$ cat src/sv/occluded_span_culler_top_defines.svh
// Assertion macros for the occluded span culler.
// Used by occluded_span_culler_top; expects clk and arst_n in the including scope.
`ifndef OCCLUDED_SPAN_CULLER_TOP_DEFINES_SVH
`define OCCLUDED_SPAN_CULLER_TOP_DEFINES_SVH

// A condition that must hold at every clock edge outside reset.
`define OSC_ASSERT_ALWAYS(label, cond, msg) \
	label: assert property (@(posedge clk) disable iff (!arst_n) (cond)) else $error(msg);

// A consequence that must hold in the same cycle as its antecedent.
`define OSC_ASSERT_IMPLIES(label, ante, cons, msg) \
	label: assert property (@(posedge clk) disable iff (!arst_n) (ante) |-> (cons)) \
		else $error(msg);

// A consequence that must hold in the cycle after its antecedent.
`define OSC_ASSERT_NEXT(label, ante, cons, msg) \
	label: assert property (@(posedge clk) disable iff (!arst_n) (ante) |=> (cons)) \
		else $error(msg);

`endif

$ cat src/sv/osc_pkg.sv
// Shared types and constants for the occluded span culler.
// No dependencies; imported by every module of the block.
`timescale 1ns / 1ps

package osc_pkg;

	localparam int ID_W               = 16;
	localparam int ROW_W              = 16;
	localparam int VSTART_W           = ROW_W + 1;
	localparam int DEFAULT_LIST_DEPTH = 16;

	// Operation carried by an input beat.
	typedef enum logic {
		OP_ADD   = 1'b0,
		OP_FLUSH = 1'b1
	} span_op_t;

	// One list entry: the still-visible part of a rectangle.
	typedef struct packed {
		logic [ID_W-1:0]     id;
		logic [VSTART_W-1:0] vstart;
		logic [ROW_W-1:0]    end_row;
		logic [ROW_W-1:0]    right_edge;
	} entry_t;

	// Verdict of the compare unit on one entry.
	typedef struct packed {
		logic   drop;
		logic   hidden;
		logic   trim_done;
		entry_t kept;
	} verdict_t;

	// A request to emit one result beat.
	typedef struct packed {
		logic            valid;
		logic [ID_W-1:0] id;
		logic            hidden;
	} emit_req_t;

endpackage

$ cat src/sv/osc_item_if.sv
// Input channel of the occluded span culler: valid, ready and one rectangle or flush.
// Depends on osc_pkg for field widths.
`timescale 1ns / 1ps

interface osc_item_if
	import osc_pkg::*;
();
	logic             valid;
	logic             ready;
	logic             func;
	logic [ID_W-1:0]  feature_id;
	logic [ROW_W-1:0] start_row;
	logic [ROW_W-1:0] end_row;
	logic [ROW_W-1:0] right_edge;

	modport source (
		output valid, func, feature_id, start_row, end_row, right_edge,
		input  ready
	);
	modport sink (
		input  valid, func, feature_id, start_row, end_row, right_edge,
		output ready
	);
endinterface

$ cat src/sv/osc_result_if.sv
// Output channel of the occluded span culler: valid, ready and one retired entry.
// Depends on osc_pkg for field widths.
`timescale 1ns / 1ps

interface osc_result_if
	import osc_pkg::*;
();
	logic            valid;
	logic            ready;
	logic [ID_W-1:0] retired_id;
	logic            hidden;
	logic            last_of_run;

	modport source (
		output valid, retired_id, hidden, last_of_run,
		input  ready
	);
	modport sink (
		input  valid, retired_id, hidden, last_of_run,
		output ready
	);
endinterface

$ cat src/sv/osc_span_mem.sv
// Entry store of the occluded span culler: one write port, one registered read port.
// Depends on osc_pkg for the entry type.
`timescale 1ns / 1ps

module osc_span_mem
	import osc_pkg::*;
#(
	parameter int ADDR_W = 4
) (
	input  logic              clk,
	input  logic              wr_en,
	input  logic [ADDR_W-1:0] wr_addr,
	input  entry_t            wr_data,
	input  logic [ADDR_W-1:0] rd_addr,
	output entry_t            rd_data
);
	localparam int MEM_DEPTH = 1 << ADDR_W;

	entry_t mem_q [MEM_DEPTH];
	entry_t rd_data_q;

	always_ff @(posedge clk) begin
		if (wr_en) begin
			mem_q[wr_addr] <= wr_data;
		end
		rd_data_q <= mem_q[rd_addr];
	end

	assign rd_data = rd_data_q;
endmodule

$ cat src/sv/osc_cover_unit.sv
// Shared compare unit: judges one stored entry against the current rectangle.
// Depends on osc_pkg for the entry and verdict types.
`timescale 1ns / 1ps

module osc_cover_unit
	import osc_pkg::*;
(
	input  entry_t           entry,
	input  logic             flush,
	input  logic             trimming,
	input  logic [ROW_W-1:0] start_row,
	input  logic [ROW_W-1:0] end_row,
	input  logic [ROW_W-1:0] right_edge,
	output verdict_t         verdict
);
	logic [VSTART_W-1:0] raised;
	logic [VSTART_W-1:0] new_vstart;
	logic                covered;

	always_comb begin
		raised     = {1'b0, end_row} + VSTART_W'(1);
		covered    = right_edge >= entry.right_edge;
		new_vstart = (raised > entry.vstart) ? raised : entry.vstart;

		verdict           = '0;
		verdict.kept      = entry;
		verdict.trim_done = 1'b1;
		if (flush) begin
			verdict.drop = 1'b1;
		end else if (trimming && (entry.vstart < {1'b0, start_row})) begin
			// Head entry whose visible part starts before the new rectangle's start row.
			verdict.drop      = 1'b1;
			verdict.trim_done = 1'b0;
		end else if (covered) begin
			verdict.kept.vstart = new_vstart;
			if (new_vstart > {1'b0, entry.end_row}) begin
				verdict.drop   = 1'b1;
				verdict.hidden = 1'b1;
			end
		end
	end
endmodule

$ cat src/sv/osc_result_stage.sv
// Result stage: holds one pending result back until its successor or the end of the run
// is known, so that last_of_run can be set, and drives the output register. Uses osc_pkg.
`timescale 1ns / 1ps

module osc_result_stage
	import osc_pkg::*;
(
	input  logic      clk,
	input  logic      arst_n,
	input  emit_req_t req,
	input  logic      close,
	output logic      req_taken,
	output logic      closed,
	output logic      pend_busy,
	osc_result_if.source results
);
	logic            out_valid_q;
	logic [ID_W-1:0] out_id_q;
	logic            out_hidden_q;
	logic            out_last_q;
	logic            pend_valid_q;
	logic [ID_W-1:0] pend_id_q;
	logic            pend_hidden_q;
	logic            out_free;
	logic            load_mid;
	logic            load_last;

	assign out_free  = !out_valid_q || results.ready;
	assign req_taken = !pend_valid_q || out_free;
	assign closed    = !pend_valid_q || out_free;
	assign pend_busy = pend_valid_q;

	// The pending result moves on either because a newer one arrives or because the run ends.
	assign load_mid  = req.valid && pend_valid_q && out_free;
	assign load_last = !req.valid && close && pend_valid_q && out_free;

	always_ff @(posedge clk or negedge arst_n) begin
		if (!arst_n) begin
			out_valid_q  <= 1'b0;
			pend_valid_q <= 1'b0;
		end else begin
			if (load_mid || load_last) begin
				out_valid_q <= 1'b1;
			end else if (results.ready) begin
				out_valid_q <= 1'b0;
			end
			if (req.valid && req_taken) begin
				pend_valid_q <= 1'b1;
			end else if (load_last) begin
				pend_valid_q <= 1'b0;
			end
		end
	end

	always_ff @(posedge clk) begin
		if (load_mid) begin
			out_id_q     <= pend_id_q;
			out_hidden_q <= pend_hidden_q;
			out_last_q   <= 1'b0;
		end else if (load_last) begin
			out_id_q     <= pend_id_q;
			out_hidden_q <= pend_hidden_q;
			out_last_q   <= 1'b1;
		end
		if (req.valid && req_taken) begin
			pend_id_q     <= req.id;
			pend_hidden_q <= req.hidden;
		end
	end

	assign results.valid       = out_valid_q;
	assign results.retired_id  = out_id_q;
	assign results.hidden      = out_hidden_q;
	assign results.last_of_run = out_last_q;
endmodule

$ cat src/sv/occluded_span_culler_top.sv
// Top level of the occluded span culler: sequencer, entry store, compare unit, result stage.
// Depends on osc_pkg, osc_item_if, osc_result_if, osc_span_mem, osc_cover_unit,
// osc_result_stage and occluded_span_culler_top_defines.svh.
`timescale 1ns / 1ps
`include "occluded_span_culler_top_defines.svh"

// Usage
// The items channel takes one beat per rectangle (func = 0) or flush (func = 1); rectangles
// must come in non-decreasing start_row order. The results channel gives one beat for each
// entry that leaves the list, oldest first within its kind, with last_of_run set on the final
// beat caused by an item. An item that retires nothing gives no beat at all.
// The list lives in a small circular memory with a registered read port. A sequencer walks
// the stored entries one per cycle, unless the result stage stalls, through a single compare
// unit, which trims, covers and drops them, and writes the survivors back in compacted order.
// After an accept the sequencer steps through PRIME, which fills the read register, WALK,
// which judges the stored entries, END, which writes the new rectangle or empties the list
// on a flush, and FINAL, and then returns to IDLE. The final result beat is loaded in FINAL.
// Items are not accepted while one is being worked on.
// Results wait one step in a pending register, so that the last one of a run can be told
// apart. When the receiver stalls the output register holds its beat; once the pending
// register is full as well, the walk halts on its next entry, whether or not that entry
// retires, until the beat has been taken.
// After reset the list is empty and the block is ready at once; the memory needs no clearing,
// as only entries below the fill count are ever read.
module occluded_span_culler_top
	import osc_pkg::*;
#(
	parameter int LIST_DEPTH = DEFAULT_LIST_DEPTH
) (
	input  logic clk,
	input  logic arst_n,
	osc_item_if.sink     items,
	osc_result_if.source results
);
	localparam int ADDR_W  = $clog2(LIST_DEPTH);
	localparam int COUNT_W = $clog2(LIST_DEPTH + 1);

	localparam logic [2:0] ST_IDLE  = 3'd0;
	localparam logic [2:0] ST_PRIME = 3'd1;
	localparam logic [2:0] ST_WALK  = 3'd2;
	localparam logic [2:0] ST_END   = 3'd3;
	localparam logic [2:0] ST_FINAL = 3'd4;

	logic [2:0]         state_q;
	logic [ADDR_W-1:0]  head_q;
	logic [COUNT_W-1:0] count_q;
	logic [COUNT_W-1:0] rd_idx_q;
	logic [COUNT_W-1:0] wr_idx_q;
	logic               trimming_q;
	logic [ID_W-1:0]    first_id_q;

	// Latched item.
	logic               func_q;
	logic [ID_W-1:0]    feature_id_q;
	logic [ROW_W-1:0]   start_row_q;
	logic [ROW_W-1:0]   end_row_q;
	logic [ROW_W-1:0]   right_edge_q;

	entry_t             rd_entry;
	entry_t             wr_data;
	logic               wr_en;
	logic [ADDR_W-1:0]  wr_addr;
	logic [ADDR_W-1:0]  rd_addr;
	verdict_t           verdict;
	emit_req_t          req;
	logic               req_taken;
	logic               close;
	logic               closed;
	logic               pend_busy;
	logic               walking;
	logic               step;
	logic               list_full;
	logic               is_flush;

	// Walking means an entry is in the read register and still to be judged.
	assign walking   = (state_q == ST_WALK) && (rd_idx_q != count_q);
	assign step      = walking && req_taken;
	assign list_full = wr_idx_q == COUNT_W'(LIST_DEPTH);
	assign is_flush  = func_q == OP_FLUSH;

	assign items.ready = state_q == ST_IDLE;

	// Read one ahead while advancing, so that the next entry is ready in the following cycle.
	assign rd_addr = head_q + rd_idx_q[ADDR_W-1:0] + ADDR_W'(step);

	always_comb begin
		req     = '0;
		wr_en   = 1'b0;
		wr_addr = head_q + wr_idx_q[ADDR_W-1:0];
		wr_data = verdict.kept;
		close   = state_q == ST_FINAL;
		if (walking) begin
			req.valid  = verdict.drop;
			req.id     = rd_entry.id;
			req.hidden = verdict.hidden;
			wr_en      = step && !verdict.drop;
		end else if ((state_q == ST_END) && !is_flush) begin
			// The oldest survivor goes out as visible when the list would overflow; the new
			// rectangle lands behind the survivors, which is also the oldest one's slot if so.
			req.valid         = list_full;
			req.id            = first_id_q;
			req.hidden        = 1'b0;
			wr_en             = req_taken;
			wr_data.id        = feature_id_q;
			wr_data.vstart    = {1'b0, start_row_q};
			wr_data.end_row   = end_row_q;
			wr_data.right_edge = right_edge_q;
		end
	end

	osc_span_mem #(
		.ADDR_W (ADDR_W)
	) u_mem (
		.clk     (clk),
		.wr_en   (wr_en),
		.wr_addr (wr_addr),
		.wr_data (wr_data),
		.rd_addr (rd_addr),
		.rd_data (rd_entry)
	);

	osc_cover_unit u_cover (
		.entry      (rd_entry),
		.flush      (is_flush),
		.trimming   (trimming_q),
		.start_row  (start_row_q),
		.end_row    (end_row_q),
		.right_edge (right_edge_q),
		.verdict    (verdict)
	);

	osc_result_stage u_result (
		.clk       (clk),
		.arst_n    (arst_n),
		.req       (req),
		.close     (close),
		.req_taken (req_taken),
		.closed    (closed),
		.pend_busy (pend_busy),
		.results   (results)
	);

	always_ff @(posedge clk or negedge arst_n) begin
		if (!arst_n) begin
			state_q    <= ST_IDLE;
			head_q     <= '0;
			count_q    <= '0;
			rd_idx_q   <= '0;
			wr_idx_q   <= '0;
			trimming_q <= 1'b0;
		end else begin
			unique case (state_q)
				ST_IDLE: begin
					if (items.valid) begin
						rd_idx_q   <= '0;
						wr_idx_q   <= '0;
						trimming_q <= 1'b1;
						state_q    <= ST_PRIME;
					end
				end
				ST_PRIME: begin
					state_q <= ST_WALK;
				end
				ST_WALK: begin
					if (!walking) begin
						state_q <= ST_END;
					end else if (step) begin
						rd_idx_q <= rd_idx_q + COUNT_W'(1);
						if (!verdict.drop) begin
							wr_idx_q <= wr_idx_q + COUNT_W'(1);
						end
						if (verdict.trim_done) begin
							trimming_q <= 1'b0;
						end
					end
				end
				ST_END: begin
					if (is_flush) begin
						count_q <= '0;
						state_q <= ST_FINAL;
					end else if (req_taken) begin
						if (list_full) begin
							head_q  <= head_q + ADDR_W'(1);
							count_q <= COUNT_W'(LIST_DEPTH);
						end else begin
							count_q <= wr_idx_q + COUNT_W'(1);
						end
						state_q <= ST_FINAL;
					end
				end
				ST_FINAL: begin
					if (closed) begin
						state_q <= ST_IDLE;
					end
				end
				default: begin
					state_q <= ST_IDLE;
				end
			endcase
		end
	end

	always_ff @(posedge clk) begin
		if (items.valid && items.ready) begin
			func_q       <= items.func;
			feature_id_q <= items.feature_id;
			start_row_q  <= items.start_row;
			end_row_q    <= items.end_row;
			right_edge_q <= items.right_edge;
		end
		if (step && !verdict.drop && (wr_idx_q == '0)) begin
			first_id_q <= rd_entry.id;
		end
	end

	// Checks on the sequencer and the result hand-off.
	`OSC_ASSERT_ALWAYS(a_count_bound, count_q <= COUNT_W'(LIST_DEPTH), "list count above depth")
	`OSC_ASSERT_IMPLIES(a_compact_order, state_q == ST_WALK, wr_idx_q <= rd_idx_q,
		"write index ran ahead of read index")
	`OSC_ASSERT_IMPLIES(a_ready_clean, items.ready, !pend_busy,
		"ready with a result of the previous item still pending")
	`OSC_ASSERT_NEXT(a_accept_prime, items.valid && items.ready, state_q == ST_PRIME,
		"accepted item did not start the walk")
endmodule
$ cat src/flat_wrapper.sv
// flat-port wrapper written by rule: the top's interface ports become plain ports
module occluded_span_culler_top_flat import osc_pkg::*;
#(
	parameter int LIST_DEPTH = DEFAULT_LIST_DEPTH
)
  (clk, arst_n, items_valid, items_func, items_feature_id, items_start_row, items_end_row, items_right_edge, items_ready, results_valid, results_retired_id, results_hidden, results_last_of_run, results_ready);
  osc_item_if items_i ();
  osc_result_if results_i ();
  input  logic clk;
  input  logic arst_n;
  input wire logic [$bits(items_i.valid)-1:0] items_valid;
  input wire logic [$bits(items_i.func)-1:0] items_func;
  input wire logic [$bits(items_i.feature_id)-1:0] items_feature_id;
  input wire logic [$bits(items_i.start_row)-1:0] items_start_row;
  input wire logic [$bits(items_i.end_row)-1:0] items_end_row;
  input wire logic [$bits(items_i.right_edge)-1:0] items_right_edge;
  output wire logic [$bits(items_i.ready)-1:0] items_ready;
  output wire logic [$bits(results_i.valid)-1:0] results_valid;
  output wire logic [$bits(results_i.retired_id)-1:0] results_retired_id;
  output wire logic [$bits(results_i.hidden)-1:0] results_hidden;
  output wire logic [$bits(results_i.last_of_run)-1:0] results_last_of_run;
  input wire logic [$bits(results_i.ready)-1:0] results_ready;
  assign items_i.valid = items_valid;
  assign items_i.func = items_func;
  assign items_i.feature_id = items_feature_id;
  assign items_i.start_row = items_start_row;
  assign items_i.end_row = items_end_row;
  assign items_i.right_edge = items_right_edge;
  assign items_ready = items_i.ready;
  assign results_valid = results_i.valid;
  assign results_retired_id = results_i.retired_id;
  assign results_hidden = results_i.hidden;
  assign results_last_of_run = results_i.last_of_run;
  assign results_i.ready = results_ready;
  occluded_span_culler_top #(.LIST_DEPTH(LIST_DEPTH)) u_core (.clk(clk), .arst_n(arst_n), .items(items_i), .results(results_i));
endmodule
$ cat config.mk
export PLATFORM = sky130hd
export DESIGN_NAME = occluded_span_culler_top_flat
export DESIGN_NICKNAME = d
export VERILOG_FILES = /design/src/sv/osc_pkg.sv /design/src/sv/osc_item_if.sv /design/src/sv/osc_result_if.sv /design/src/sv/osc_span_mem.sv /design/src/sv/osc_cover_unit.sv /design/src/sv/osc_result_stage.sv /design/src/sv/occluded_span_culler_top.sv /design/src/flat_wrapper.sv
export VERILOG_INCLUDE_DIRS = /design/src /design/src/sv
export SDC_FILE = /design/constraint.sdc
export NUM_CORES = 1
export LEC_CHECK = 0
export BUFFER_PORTS_ARGS = -buffer_cell sky130_fd_sc_hd__buf_2
export CAP_MARGIN = 0
export CORE_UTILIZATION = 45
export DETAILED_ROUTE_END_ITERATION = 8
export GPL_ROUTABILITY_DRIVEN = 0
export HOLD_SLACK_MARGIN = 0.15
export PLACE_DENSITY = 0.59
export SLEW_MARGIN = 5
export SYNTH_ARGS = -nofsm -noshare
export SYNTH_HDL_FRONTEND = slang
export SYNTH_SLANG_ARGS = --single-unit
$ cat constraint.sdc
create_clock -name clk -period 11.65 [get_ports clk]
set_input_delay 0.5825 -clock clk [delete_from_list [all_inputs] [get_ports clk]]
set_output_delay 0.5825 -clock clk [all_outputs]
set_load 0.02 [all_outputs]
==> impl_metrics.py <==
metrics = {
    "outcome": {
        "status": "finished clean",
    },
    "min_path": {
        "holdPathEnd": "u_core.u_result.results.last_of_run",
        "holdPathStages": 3,
        "min-delay-start": "results_ready",
        "worstHoldPathType": "in2reg",
    },
    "drt": {
        "drt-initial-drc-count": 2282,
        "drtAntennaViolNets": 0,
        "vias": 25280,
        "wl_per_cell_um": 26.05,
        "route.detailed.drc": 0,
        "viasPerCell": 5.750,
        "wl_um": 114500,
        "drt_pass1_iterations": 8,
    },
    "floorplan": {
        "io_pins": 89,
        "dieArea_sq_mm": 0.1099,
        "placementRows": 120,
        "core_area_sq_mm": 0.1074,
        "die_x_um": 331.5,
        "die_h_um": 331.5,
        "initial_core_util_pct": 45.50,
    },
    "global_route": {
        "grt_usage_pct": 21.23,
        "grt_pass1_wl_um": 172400,
        "grt_antenna_before_repair": 0,
        "first_global_vias": 26710,
        "overflow": 0,
        "grt_max_degree": 131,
    },
    "worst_setup_path": {
        "cp-start-kind": "flip-flop",
        "reg2regPathDepth": 19,
        "end_kind": "flip-flop",
        "crit_arrival_ns": 8.57,
        "worst_r2r_endpoint": "u_core.u_mem.mem_q[3][13]",
        "path_max_fanout": 44,
        "critPathRequiredTime_ns": 11.99,
        "r2r_start": "u_core.end_row_q[0]",
        "reg2reg_slack_ns": 3.42,
        "critical_path_class": "reg2reg",
    },
    "clocking": {
        "cts.sinks": 1246,
        "postCtsSetupBuffers": 0,
        "clock-root-buffer": "clkbuf_16",
        "clk_pin_slew_worst_paths_ns": 0.06,
        "clk-insertion-delay-late_ns": 0.73,
        "cts-buffers-inserted": 135,
        "clockBufferDepth": 3,
        "tritoncts": "built",
        "htreeDepth": 4,
    },
    "cells_and_area": {
        "num_antenna_cells": 0,
        "syn2layout_area_growth_pct": 15.50,
        "final_util_pct": 52.55,
        "num-nets-final": 3031,
        "drive_gt1_share_pct": 22.31,
        "stdcell_count": 4397,
        "final-seq-area_sq_mm": 0.03663,
        "fillCellCount": 8466,
        "multi_input_area_sq_mm": 0.01160,
    },
    "synth": {
        "syn-cell-area_sq_mm": 0.04884,
        "ys_seq_elements": 1246,
        "ys_seq_area_share_pct": 75.00,
        "synth_ff_type": "edfxtp_1",
        "async_flop_share_pct": 2.006,
        "yosys_warnings": 0,
        "synth.avg_cell_area_sq_um": 18.44,
        "syn_inst": 2649,
        "synth-edff-count": 1155,
        "ys_types": 60,
        "synthesis.nets": 2795,
    },
    "sta": {
        "setup-tns-final_ns": 0,
        "maxSlewHeadroom_pct": 8.593,
        "rsz0062_at_grt": "false",
        "slew_viol_final": 0,
        "hold_violations": 0,
        "layout_setup_ws_ns": 3.420,
        "min_period_ns": 8.230,
        "fin_crit_sh_pct": 70.64,
        "setup_viol": 0,
        "fmax_mhz": 121.5,
        "clock_skew_ns": 0.02709,
        "max_slew.worst_pin.slew_ns": 1.371,
    },
    "run": {
        "max-cap-violations": 0,
    },
    "power_and_ir_drop": {
        "p_leak_uw": 0.01907,
        "vdd_drop_max_mv": 0.5198,
        "power.density_mw_per_mm2": 307.8,
    },
    "placed_design": {
        "dp_hpwl_um": 63880,
        "port_buffers": 88,
        "dp_slack_ns": 3.510,
        "dpl.cell_count": 4084,
    },
}
==> stage by stage <==
step                total power [uW]  hold slack [ns]  instance area (sq um)
global route                   18280           0.2475                  56410
CTS                            17580           0.1866                  56410
floorplan                      11360           0.2869                  48840
global placement               13150           0.4017                  51270
finish                         17360           0.2397                  56410
detailed placement             13280           0.4090                  51270
==> kinds of logic (layout without fill, tap and decap cells) <==
group,count (synthesis),after routing,share of synthesized area [%]
xor gates and xnor gates,36,36,0.6456
muxes,277,277,12.38
AOI/OAI and AO/OA,235,235,3.171
DFF,1246,1246,75.00
and+or+nand+nor,578,578,5.193
buffers and inverters,200,545,1.596
adders and majority gates,77,77,2.019
==> flip-flops by register name, summed over array words and instances (netlist names), 3 cells and up <==
| signal | flops |
|---|---|
| u_core.u_mem.rd_data | 65 |
| u_core.rd_idx_q | 5 |
| u_core.first_id_q | 16 |
| u_core.wr_idx_q | 5 |
| u_core.count_q | 5 |
| u_core.u_result.results.retired_id | 16 |
| u_core.head_q | 4 |
| u_core.right_edge_q | 16 |
| u_core.start_row_q | 16 |
| u_core.state_q | 3 |
| u_core.u_result.pend_id_q | 16 |
| u_core.end_row_q | 16 |
| u_core.feature_id_q | 16 |
| u_core.u_mem.mem_q | 1040 |
==> routing by layer <==
metal	vias up	global-route usage [%]	wire length [um]
met5	-	0	0
met4	0	5.482	2242
met3	161	3.087	6074
met2	720	34.40	55500
met1	13430	30.30	50720
li1	10980	-	-
==> power by group <==
part           total, uW  switching (uW)  internal (uW)
sequential          6420             201           6220
combinational       6670            3760           2910
clock               4270            1710           2560
==> cells in the mapped netlist (4+ instances only) <==
| master | n | share of area [%] |
|---|---|---|
| o21a_1 | 4 | 0.061 |
| dfrtp_1 | 25 | 1.3 |
| buf_2 | 22 | 0.23 |
| a211oi_1 | 19 | 0.29 |
| nor3_1 | 5 | 0.051 |
| clkbuf_1 | 85 | 0.65 |
| mux4_2 | 260 | 12 |
| nand2b_1 | 4 | 0.051 |
| and3_1 | 77 | 0.99 |
| ha_1 | 74 | 1.9 |
| nand4_1 | 16 | 0.20 |
| xnor2_1 | 22 | 0.39 |
| mux2_2 | 16 | 0.37 |
| o21ai_0 | 55 | 0.56 |
| edfxtp_1 | 1155 | 71 |
| nand2_1 | 379 | 2.9 |
| inv_1 | 74 | 0.57 |
| a21oi_1 | 37 | 0.38 |
| a21o_1 | 7 | 0.11 |
| nor2_1 | 54 | 0.41 |
| nand3_1 | 19 | 0.19 |
| and4_1 | 6 | 0.11 |
| buf_1 | 18 | 0.14 |
| a31oi_1 | 70 | 0.90 |
| dfxtp_1 | 66 | 2.7 |
| a22o_1 | 16 | 0.29 |
| and2_1 | 5 | 0.064 |
| xor2_1 | 14 | 0.25 |
==> area by class of cell <==
class,count,share of cell area (%)
multi-input combinational,1203,20.57
clock buffer,177,6.632
sequential,1246,64.93
tap,1403,3.112
inverter,74,0.4924
timing repair buffer,225,2.968
clock inverter,69,1.291
==> worst max path at each step <==
stage                             start                        end  cells past startpoint
global route        u_core.end_row_q[0]  u_core.u_mem.mem_q[3][14]                     21
floorplan           u_core.end_row_q[0]  u_core.u_mem.mem_q[15][0]                     20
detailed placement  u_core.end_row_q[2]  u_core.u_mem.mem_q[3][14]                     20
CTS                 u_core.end_row_q[2]  u_core.u_mem.mem_q[3][14]                     20
finish              u_core.end_row_q[0]  u_core.u_mem.mem_q[3][13]                     19
global placement    u_core.end_row_q[0]  u_core.u_mem.mem_q[3][13]                     19
==> critical path, stage by stage (launching register included) <==
cell and delay [ns]:
edfxtp_1 0.49, ha_1 0.27, and3_1 0.28, nand3_1 0.13
xnor2_1 0.20, ha_1 0.34, nand4_1 0.12, or3_4 0.41
o21ai_2 0.75, mux2_2 0.44, ha_1 0.32, a21oi_1 0.14
o21ai_0 0.17, a211oi_1 0.30, a311o_1 0.30, a32oi_2 0.15
o21ai_1 0.64, nand3_1 0.51, nor2_4 0.96, buf_4 0.84
==> cells in the final DEF, fill, tap and decap left out, types with 13 or more instances in the layout <==
master,synthesis,routed
a21oi_1,37,37
dfrtp_1,25,25
nor2_1,54,47
clkinv_2,0,19
mux4_2,260,260
nand3_1,19,19
a31oi_1,70,70
nand4_1,16,16
dlygate4sd3_1,0,67
ha_1,74,74
mux2_2,16,16
and3_1,77,69
buf_4,0,67
o21ai_1,3,13
clkinv_1,0,22
buf_2,22,88
edfxtp_1,1155,1155
o21ai_0,55,45
a22o_1,16,16
xnor2_1,22,20
a211oi_1,19,19
inv_1,74,74
nand2_1,379,379
clkbuf_1,85,26
dfxtp_1,66,66
bufinv_16,0,13
clkbuf_16,0,139
==> what timing repair did <==
| action | 4_1_cts | 5_1_grt |
|---|---|---|
| hold endpoints to repair | 91 | 0 |
| hold buffers | 67 | 0 |
| setup endpoints to repair | 0 | 0 |
| resized for setup | 0 | 0 |
Power figures use the tool's default switching activity.
